**src/sacam_pkg.sv**
```systemverilog
// sacam_pkg: shared types and constants for the set-associative cache access model
// holds the way entry layout, register index codes and the sequencer state type
// no dependencies
`timescale 1ns / 1ps

package sacam_pkg;

    localparam int MAX_SETS_DEF  = 256;
    localparam int NUM_WAYS_DEF  = 4;

    localparam int TAG_W         = 30;
    localparam int STAMP_W       = 64;
    localparam int COST_W        = 16;
    localparam int CNT_W         = 32;
    localparam int ADDR_W        = 32;
    localparam int CFG_IDX_W     = 3;
    localparam int CFG_DATA_W    = 8;
    localparam int M_DATA_W      = 280;

    localparam logic [COST_W-1:0] MEM_CYCLES = 16'd100;
    localparam logic [3:0] OFF_MIN = 4'd2;
    localparam logic [3:0] OFF_MAX = 4'd10;

    localparam logic [CFG_IDX_W-1:0] REG_OFFSET_BITS = 3'd0;
    localparam logic [CFG_IDX_W-1:0] REG_INDEX_BITS  = 3'd1;
    localparam logic [CFG_IDX_W-1:0] REG_WAYS        = 3'd2;
    localparam logic [CFG_IDX_W-1:0] REG_WRITE_BACK  = 3'd3;
    localparam logic [CFG_IDX_W-1:0] REG_WRITE_ALLOC = 3'd4;
    localparam logic [CFG_IDX_W-1:0] REG_REPLACE     = 3'd5;

    typedef struct packed {
        logic               valid;
        logic               dirty;
        logic [TAG_W-1:0]   tag;
        logic [STAMP_W-1:0] fill_stamp;
        logic [STAMP_W-1:0] use_stamp;
    } way_entry_t;

    typedef enum logic [1:0] {
        ST_IDLE,
        ST_READ,
        ST_SCAN,
        ST_UPDATE
    } state_t;

endpackage

```
**src/sacam_set_store.sv**
```systemverilog
// sacam_set_store: set memory, one row holds every way of one set
// registered read port and one write port; per-row init bits hide stale rows after reset
// depends on sacam_pkg
`timescale 1ns / 1ps

module sacam_set_store #(
    parameter int NUM_WAYS = sacam_pkg::NUM_WAYS_DEF,
    parameter int ROWS     = 1,
    parameter int SET_W    = 1
) (
    input  logic                                  aclk,
    input  logic                                  aresetn,
    input  logic                                  rd_en,
    input  logic [SET_W-1:0]                      rd_addr,
    output sacam_pkg::way_entry_t [NUM_WAYS-1:0]  rd_row,
    input  logic                                  wr_en,
    input  logic [SET_W-1:0]                      wr_addr,
    input  sacam_pkg::way_entry_t [NUM_WAYS-1:0]  wr_row
);

    sacam_pkg::way_entry_t [NUM_WAYS-1:0] mem [ROWS];
    logic [ROWS-1:0]                      row_init_reg;
    sacam_pkg::way_entry_t [NUM_WAYS-1:0] rd_data_reg;
    logic                                 rd_init_reg;

    always_ff @(posedge aclk) begin
        if (wr_en) begin
            mem[wr_addr] <= wr_row;
        end
        if (rd_en) begin
            rd_data_reg <= mem[rd_addr];
        end
    end

    always_ff @(posedge aclk) begin
        if (!aresetn) begin
            row_init_reg <= '0;
            rd_init_reg  <= 1'b0;
        end else begin
            if (wr_en) begin
                row_init_reg[wr_addr] <= 1'b1;
            end
            if (rd_en) begin
                rd_init_reg <= row_init_reg[rd_addr] && !(wr_en && wr_addr == rd_addr);
            end
        end
    end

    // a row never written reads as all ways invalid and clean
    always_comb begin
        rd_row = rd_data_reg;
        for (int i = 0; i < NUM_WAYS; i++) begin
            rd_row[i].valid = rd_data_reg[i].valid & rd_init_reg;
            rd_row[i].dirty = rd_data_reg[i].dirty & rd_init_reg;
        end
    end

endmodule

```
**config.mk**
```make
export PLATFORM = sky130hd
export DESIGN_NAME = sacam_set_store
export DESIGN_NICKNAME = d
export VERILOG_FILES = /design/src/sacam_pkg.sv /design/src/sacam_set_store.sv
export SDC_FILE = /design/constraint.sdc
export NUM_CORES = 1
export LEC_CHECK = 0
export ABC_AREA = 1
export BUFFER_PORTS_ARGS = -buffer_cell sky130_fd_sc_hd__buf_4
export CAP_MARGIN = 30
export CORE_AREA = 4 4 502 504
export CTS_CLUSTER_SIZE = 16
export DETAILED_ROUTE_END_ITERATION = 7
export DIE_AREA = 0 0 506 508
export GPL_TIMING_DRIVEN = 0
export PLACE_DENSITY = 0.45
export SKIP_CTS_REPAIR_TIMING = 1
export SYNTH_ARGS = -nofsm -noshare
export SYNTH_HDL_FRONTEND = slang
export SYNTH_SLANG_ARGS = --single-unit
```
**constraint.sdc**
```tcl
create_clock -name aclk -period 1.87 [get_ports aclk]
set_input_delay 0.187 -clock aclk [delete_from_list [all_inputs] [get_ports aclk]]
set_output_delay 0.187 -clock aclk [all_outputs]
set_load 0.005 [all_outputs]
```
**Word-level counts from Yosys, hierarchy flattened**

Memory sizes are Yosys's and may differ from the RTL's. A register that Yosys moved wholly into a read port is not among the register bits.
Index checks and enable logic that the tools add are counted.

- Flip-flop bits (word level): 2
- Memory bits (writable): 640
- Input bits: 646
- Output and inout bits: 640
- Word-level logic and storage cells: 24
- Memories kept: 1

- $lt $le $gt $ge: 3
- Equality and inequality tests: 1
- Multiplexer cells: 4
- Bitwise operators: 9
- Reduce and logical (&&, ||, !) cells: 4

Memory list:

| memory | words | bits a word | read ports | clocked after memory_dff | write ports | RTL line | RTL |
|---|---|---|---|---|---|---|---|
| mem | 1 | 640 | 1 | 1 | 1 | sacam_set_store.sv:21 | `sacam_pkg::way_entry_t [NUM_WAYS-1:0] mem [ROWS];` |

Operator list:

| cell | number |
|---|---|
| 1-bit AND | 8 |
| 1-bit two-way mux | 4 |
| 1-bit logical AND | 3 |
| 1-bit < comparator (second input constant) | 2 |
| 1-bit equality test | 1 |
| 1-bit >= comparator (second input constant) | 1 |
| 1-bit zero test | 1 |
| 1-bit bitwise OR | 1 |

**Depth between registers and ports, before layout**

Gate-level depths: netlist of run 1.

- Depth after elaboration: 4
- Gate-level depth with buffers: 5

**Worst setup path after synthesis of run 1**

OpenSTA, ideal clock, no wires.

- Path type: register to output
- From: register rd_init_reg
- To: output rd_row[158] in the netlist's numbering
- Data arrival time: 522 ps
- Required time: 1683 ps
- Setup slack: 1161 ps
- Cell stages (with the launch flop): 4
- Path buffers: 1
- Cells stage by stage: dfxtp_1 buf_4 nand2_1 inv_1

RTL lines:

| item | RTL line | RTL |
|---|---|---|
| from (decl) | sacam_set_store.sv:24 | `logic rd_init_reg;` |
| from (signal assigned) | sacam_set_store.sv:44 | `rd_init_reg <= row_init_reg[rd_addr] && !(wr_en && wr_addr == rd_addr);` |
| to (decl) | sacam_set_store.sv:15 | `output sacam_pkg::way_entry_t [NUM_WAYS-1:0] rd_row,` |

**Worst setup path in the final report of run 1**

- From: register, netlist name rd_row[125]
- To: output rd_row[125] in the netlist's numbering

No word-level cell between the ends.

==> flow_summary.json, run 1 <==
{
  "path_delay_family": "flip-flops",
  "drt-initial-drc-count": 1403,
  "grt_overflow": 0,
  "grt_max_degree": 112,
  "finalWirelength_mm": 159,
  "ioPinCount": 1286,
  "place.gp.congestion": 0.871,
  "final_max_slew_viol_count": 0,
  "clock_sinks": 1282,
  "ir_drop_uv": 727,
  "ff2ff_path_depth": 3,
  "yosysSeqAreaShare": 0.888,
  "fmax_mhz": 569,
  "syn_nets": 2588,
  "rows": 183,
  "h-tree-depth": 4,
  "yosysMostFrequentCell": "edfxtp_1",
  "finalSetupViolCount": 0,
  "port_buffers": 1285,
  "synth_enable_flop_cells": 1280,
  "endpoint": "rd_row[125]",
  "remaining_drc_errors": 0,
  "syn_area_mm2": 0.0434,
  "r2r_slack_ps": 700,
  "finalHoldWorstSlack_ps": -111,
  "grt.total_usage": 0.117,
  "post-place-ws_ps": -493,
  "layout-drive-gt1-share": 0.515,
  "critPathArrivalTime_ps": 1570,
  "worst_slew_pin_slew_ps": 748,
  "hold_violations": 112,
  "maxSlewHeadroom": 0.501,
  "worstSetupStartpoint": "rd_row[125]",
  "antenna_found_initial": 102,
  "synth_common_cells": "edfxtp_1, buf_4, inv_1",
  "period_share": 0.940,
  "p_total_mw": 71.4,
  "cpPeakStageDelay_ps": 480,
  "r2r_end": "row_init_reg",
  "required_ps": 1680,
  "numCtsBuffers": 155,
  "grt_pass1_wl_mm": 204,
  "wl_per_cell_um": 21.2,
  "cts_root_buf": "clkbuf_16",
  "rsz0062_at_grt": "false",
  "syn_inst": 1942,
  "synth-warning-count": 0,
  "placed_area_mm2": 0.0575,
  "path_class": "reg2out",
  "path_depth": 2,
  "path_common_cell": "buf_4",
  "clk_latency_ps": 780,
  "clk_pin_slew_worst_paths_ps": 60,
  "layout.nets": 4670,
  "ys.flop_type": "edfxtp_1",
  "stdcell_area_mm2": 0.0690,
  "ys_top_cells_by_area": "edfxtp_1, buf_4, inv_1, dfxtp_1, nand2_1",
  "drt.antenna.violating_nets": 0,
  "pwr_density_cell_mw_per_mm2": 1030,
  "die_w_um": 506,
  "fp.coreArea_mm2": 0.248,
  "crit_buf_inv": 2,
  "finalClockSkew_ps": 42.6,
  "critical-path-slowest-cell": "edfxtp_1",
  "largest_reg_flops": 640,
  "max_cap_violations": 0,
  "die_h_um": 508,
  "end_kind": "output port",
  "start_util": 0.175,
  "num_vias": 24264,
  "synth_largest_area_cell": "edfxtp_1",
  "clockBufferDepth": 3,
  "grt_pass1_vias": 22970,
  "netlist-cell-type-count": 11,
  "outcome": "complete, but fails checks",
  "synth.top_cell.area_share": 0.887,
  "violations": "hold timing",
  "ys_async_sr_fraction": 0,
  "path_cells": "buf_4, buf_4",
  "setup_slack_ps": 112,
  "syn_to_final_growth_pct": 59.2,
  "syn_area_per_cell_um2": 22.3,
  "final.min_clock_period_ps": 1760,
  "startpoint_type": "flop",
  "dieArea_mm2": 0.257,
  "vias_per_cell": 3.23,
  "ys_ff_latch": 1282,
  "cts_tree": "built",
  "drtPass1Iterations": 4,
  "hold_path_class": "in2reg",
  "hpwl_mm": 122,
  "power.leakage_nw": 27.1,
  "r2r_start": "row_init_reg",
  "critPathMaxFanout": 1
}
-- how the worst min path moves through the flow --
| stage | slack (ps) | startpoint | end | cells past startpoint |
|---|---|---|---|---|
| detailed placement | 370 | wr_row[320] | mem[0][320] | 1 |
| global placement | 360 | wr_row[370] | mem[0][370] | 1 |
| global route | -170 | wr_en | mem[0][211] | 1 |
| finish | -110 | wr_en | mem[0][574] | 1 |
| CTS | -550 | wr_row[508] | mem[0][508] | 1 |
| floorplan | 270 | rd_en | rd_init_reg | 1 |
-- layer usage --
metal	GRT usage	wire, um	up-vias
met2	0.185	74600	1182
met3	0.0806	19600	312
met1	0.124	60300	11831
li1	-	-	10883
met4	0.0376	4610	56
met5	0	352	-
-- where the power goes --
part | switching (mW) | total, mW | internal (mW) | leakage (nW)
Sequential | 0.684 | 34.8 | 34.1 | 12.5
Clock | 12.7 | 30.2 | 17.5 | 2.45
Combinational | 2.56 | 6.40 | 3.84 | 12.1
Total | 15.9 | 71.4 | 55.5 | 27.1
-- logic make-up after synthesis --
| kind of cell | after synthesis | synth area share |
|---|---|---|
| compound gates | 3 | 0.000519 |
| simple gates | 13 | 0.00133 |
| flops | 1282 | 0.888 |
| buf+inv | 644 | 0.111 |
-- final cells by class --
class / count / area, um^2
clock inverter: 101 / 1110
multi-input combinational: 16 / 80.1
buffer: 616 / 4630
tap: 3330 / 4170
timing repair buffer: 1942 / 16500
clock buffer: 185 / 3990
inverter: 11 / 41.3
antenna: 33 / 82.6
fill: 25041 / 179000
sequential: 1282 / 38500
-- cells in the final DEF (no fill, tap or decap), drive strengths merged --
cell,instances
a21oi,2
buf,1913
bufinv,15
clkbuf,185
clkinv,69
clkinvlp,7
dfxtp,2
diode,33
dlygate4sd3,645
edfxtp,1280
inv,21
nand2,11
nand3,1
nor2,1
o21ai,1
-- per-stage QoR --
step	util	cells	TNS [ps]
final	0.279	7516	0
after detailed placement	0.232	6569	-229260
after floorplan	-	1942	0
after global placement	0.231	6557	-7641650
after CTS	0.253	6855	-1030
after global routing	0.278	7499	0
(Power assumes the default switching activity.)
==> run 2, diff against run 1 <==
--- a/config.mk
+++ b/config.mk
@@ -9,6 +9,7 @@
 export BUFFER_PORTS_ARGS = -buffer_cell sky130_fd_sc_hd__buf_4
 export CAP_MARGIN = 30
 export CORE_AREA = 4 4 502 504
+export CTS_BUF_LIST = sky130_fd_sc_hd__clkbuf_16
 export CTS_CLUSTER_SIZE = 16
 export DETAILED_ROUTE_END_ITERATION = 7
 export DIE_AREA = 0 0 506 508
==> flow_summary.json, run 2 (synthesis results as in run 1) <==
{
  "fin_tns_setup_ps": 0,
  "startpoint_type": "flop",
  "numCtsBuffers": 155,
  "p_total_mw": 71.2,
  "final_max_slew_viol_count": 0,
  "violations": "hold timing",
  "finalClockSkew_ps": 43.1,
  "cts_root_buf": "clkbuf_16",
  "path_class": "reg2out",
  "finalSetupViolCount": 0,
  "clockBufferDepth": 3,
  "antenna_found_initial": 102,
  "hold_path_class": "in2reg",
  "pwr_density_cell_mw_per_mm2": 1030,
  "hpwl_mm": 122,
  "vias_per_cell": 3.23,
  "critPathArrivalTime_ps": 1570,
  "multi_input_area_um2": 80.1,
  "stdcell_area_mm2": 0.0690,
  "ir_drop_uv": 727,
  "place.gp.congestion": 0.871,
  "clk_pin_slew_worst_paths_ps": 60,
  "grt_pass1_vias": 22970,
  "die_w_um": 506,
  "outcome": "complete, but fails checks",
  "worst_slew_pin_slew_ps": 740,
  "largest_reg_flops": 640,
  "grt_overflow": 0,
  "layout-drive-gt1-share": 0.515,
  "syn_to_final_growth_pct": 59.2,
  "start_util": 0.175,
  "h-tree-depth": 4,
  "placed_area_mm2": 0.0575,
  "drt-initial-drc-count": 1400,
  "final.min_clock_period_ps": 1760,
  "remaining_drc_errors": 0,
  "port_buffers": 1285,
  "ioPinCount": 1286,
  "maxSlewHeadroom": 0.507,
  "power.leakage_nw": 27.2,
  "fp.coreArea_mm2": 0.248,
  "grt_max_degree": 112,
  "end_kind": "output port",
  "cts_tree": "built",
  "period_share": 0.941,
  "setup_slack_ps": 111,
  "critPathMaxFanout": 1,
  "num_vias": 24303,
  "rows": 183,
  "max_cap_violations": 0,
  "fmax_mhz": 569,
  "layout.nets": 4670,
  "drtPass1Iterations": 6,
  "rsz0062_at_grt": "false",
  "seq_area_mm2": 0.0385,
  "fill_cells": 25041,
  "clock_sinks": 1282,
  "required_ps": 1680,
  "dieArea_mm2": 0.257,
  "wl_per_cell_um": 21.2,
  "clk_latency_ps": 780,
  "post-place-ws_ps": -493,
  "grt.total_usage": 0.117,
  "grt_pass1_wl_mm": 204,
  "layout_common_cells": "buf_4, edfxtp_1, dlygate4sd3_1",
  "die_h_um": 508,
  "final_common_cell": "buf_4",
  "finalHoldWorstSlack_ps": -111,
  "finalWirelength_mm": 160,
  "drt.antenna.violating_nets": 0,
  "hold_violations": 112
}
run 2: cell types whose count changed in the layout (fill, tap and decap cells not counted):
| cell | delta |
|---|---|
| clkbuf_1 | -30 |
| inv_1 | +30 |
| diode_2 | -1 |
run 2: critical path, cell delays in order, from the launching register on:
cell and delay, ps:
edfxtp_1 480, buf_4 180, buf_4 130
run 2: final cells by class:
cell class / instances / share of cell area
sequential: 1282 / 0.557
timing repair buffer: 1942 / 0.238
buffer: 616 / 0.0670
tap: 3330 / 0.0604
clock buffer: 155 / 0.0562
clock inverter: 131 / 0.0177
multi-input combinational: 16 / 0.00116
antenna: 32 / 0.00116
inverter: 11 / 0.000598
run 2: metal layers:
metal	vias to the layer above	GRT usage	routed length, um
met3	311	0.0806	19600
li1	10878	-	-
met5	-	0	372
met2	1199	0.185	74600
met4	60	0.0376	4590
met1	11855	0.124	60300
run 2: per-stage QoR:
step           std cells   util
6_report            7515  0.279
5_1_grt             7499  0.278
4_1_cts             6855  0.253
3_5_place_dp        6569  0.232
3_3_place_gp        6557  0.231
2_1_floorplan       1942      -
run 2: worst paths after layout:
| kind | from | to | slack (ps) | cells past startpoint |
|---|---|---|---|---|
| setup / recovery | rd_row[125] | rd_row[125] | 110 | 2 |
| setup reg to reg | row_init_reg | row_init_reg | 700 | 3 |
| hold reg to reg | mem[0][622] | rd_row[622] | 380 | 0 |
| hold / removal | wr_en | mem[0][574] | -110 | 1 |
run 2: report_power, final:
part           leakage, nW  total, mW  internal (mW)  switching (mW)
Sequential            12.5       34.8           34.1           0.684
Combinational         12.1       6.41           3.84            2.57
Clock                 2.58       30.0           17.4            12.7
Total                 27.2       71.2           55.3            15.9
==> run 3, diff against run 2 <==
--- a/config.mk
+++ b/config.mk
@@ -5,7 +5,6 @@
 export SDC_FILE = /design/constraint.sdc
 export NUM_CORES = 1
 export LEC_CHECK = 0
-export ABC_AREA = 1
 export BUFFER_PORTS_ARGS = -buffer_cell sky130_fd_sc_hd__buf_4
 export CAP_MARGIN = 30
 export CORE_AREA = 4 4 502 504
==> flow_summary.json, run 3 <==
{
  "placed_area_mm2": 0.0575,
  "min_to": "mem[0][414]",
  "clockBufferDepth": 3,
  "final_common_cell": "buf_4",
  "hold_violations": 88,
  "path_class": "reg2out",
  "drt-initial-drc-count": 1449,
  "ioPinCount": 1286,
  "place.gp.congestion": 0.871,
  "crit_buf_inv": 2,
  "worstHoldPathCells": 1,
  "ys_async_sr_fraction": 0,
  "ys_top_cells_by_area": "edfxtp_1, buf_4, and2_1, dfxtp_1, nand4b_1",
  "dr_wl_met2_mm": 71.5,
  "ys_ff_latch": 1282,
  "finalSetupViolCount": 0,
  "grt_pass1_wl_mm": 190,
  "clock_sinks": 1282,
  "wl_met3_mm": 17.4,
  "ys.flop_type": "edfxtp_1",
  "pwr_density_cell_mw_per_mm2": 1020,
  "die_w_um": 506,
  "worst_slew_pin_slew_ps": 723,
  "maxSlewHeadroom": 0.518,
  "die_h_um": 508,
  "stdcell_area_mm2": 0.0689,
  "setup_slack_ps": 93.1,
  "syn_to_final_growth_pct": 59.1,
  "synth-warning-count": 0,
  "drt.antenna.violating_nets": 0,
  "port_buffers": 1285,
  "critPathMaxFanout": 1,
  "drtPass1Iterations": 5,
  "cts_tree": "built",
  "final_max_slew_viol_count": 0,
  "synth_enable_flop_cells": 1280,
  "grt_pass1_vias": 22707,
  "clk_latency_ps": 760,
  "largest_reg_flops": 640,
  "path_delay_family": "flip-flops",
  "r2r_start": "row_init_reg",
  "post-place-ws_ps": -972,
  "path_cells": "buf_4, buf_4",
  "yosysSeqAreaShare": 0.888,
  "wl_per_cell_um": 19.7,
  "cts_root_buf": "clkbuf_16",
  "ir_drop_uv": 766,
  "p_total_mw": 70.1,
  "layout.nets": 4666,
  "critPathArrivalTime_ps": 1590,
  "dieArea_mm2": 0.257,
  "syn_area_per_cell_um2": 22.5,
  "synth_largest_area_cell": "edfxtp_1",
  "syn_inst": 1929,
  "finalHoldWorstSlack_ps": -137,
  "grt.total_usage": 0.107,
  "outcome": "complete, but fails checks",
  "netlist-cell-type-count": 11,
  "fin_util": 0.278,
  "rows": 183,
  "end_kind": "output port",
  "period_share": 0.950,
  "remaining_drc_errors": 0,
  "r2r_slack_ps": 720,
  "hold_start": "wr_en",
  "met1_length_mm": 54.4,
  "layout_common_cells": "buf_4, edfxtp_1, dlygate4sd3_1",
  "top_layer": "met5",
  "layout-drive-gt1-share": 0.518,
  "r2r_end": "row_init_reg",
  "required_ps": 1680,
  "cpPeakStageDelay_ps": 510,
  "grt_max_degree": 116,
  "max_cap_violations": 0,
  "fp.coreArea_mm2": 0.248,
  "final.min_clock_period_ps": 1780,
  "fmax_mhz": 563,
  "clk_pin_slew_worst_paths_ps": 60,
  "ff2ff_path_depth": 2,
  "vias_per_cell": 3.20,
  "antenna_found_initial": 38,
  "yosysMostFrequentCell": "edfxtp_1",
  "path_common_cell": "buf_4",
  "synth_common_cells": "edfxtp_1, buf_4, and2_1",
  "syn_nets": 2575,
  "startpoint_type": "flop",
  "numCtsBuffers": 151,
  "critical-path-slowest-cell": "edfxtp_1",
  "hold_path_class": "in2reg",
  "synth.top_cell.area_share": 0.887,
  "hpwl_mm": 111,
  "power.leakage_nw": 27.1,
  "num_vias": 23949,
  "h-tree-depth": 4,
  "start_util": 0.175,
  "grt_overflow": 0,
  "syn_area_mm2": 0.0433,
  "violations": "hold timing",
  "finalWirelength_mm": 147,
  "finalClockSkew_ps": 34.5,
  "rsz0062_at_grt": "false"
}
run 3: worst max-delay path by stage:
stage          cells after the start  slack (ps)           to              from
6_report                           2          90  rd_row[298]       rd_row[298]
5_1_grt                            2           5  rd_row[638]  rd_data_reg[638]
4_1_cts                            2        -150  rd_row[159]       rd_init_reg
3_5_place_dp                       6        -970  rd_init_reg             rd_en
3_3_place_gp                       1       -6140  mem[0][494]             wr_en
2_1_floorplan                      1        1170  rd_row[158]       rd_init_reg
run 3: kinds of logic after synthesis:
logic type	share of synthesized area
xor gates and xnor gates	0.000202
buffers and inverters	0.110
DFF	0.888
and+or+nand+nor	0.00179
AOI/OAI and AO/OA	0.000347
run 3: final cells by class:
type	count	area, um^2
fillers	25062	179000
multi-input cells	15	101
clock inverters	119	1040
repair buffers	1945	16500
plain buffers	625	4690
clock buffers	154	3850
well taps	3330	4170
diodes	13	32.5
flip-flops and latches	1282	38500
run 3: metal layers:
| metal | vias to the layer above | GRT usage |
|---|---|---|
| met3 | 232 | 0.0650 |
| met5 | - | 0.00259 |
| met4 | 8 | 0.0391 |
| li1 | 10832 | - |
| met1 | 11752 | 0.112 |
| met2 | 1125 | 0.176 |
run 3: per-stage QoR:
step / TNS (ps) / cells
CTS: -4600 / 6830
floorplan: 0 / 1929
global route: 0 / 7477
global placement: -7504300 / 6544
detailed placement: -349130 / 6557
finish: 0 / 7483
run 3: power breakdown:
group | internal [mW] | switching [mW] | total, mW
clock network | 16.4 | 12.6 | 29.0
registers | 34.1 | 0.669 | 34.8
logic | 3.86 | 2.46 | 6.32
total | 54.4 | 15.7 | 70.1
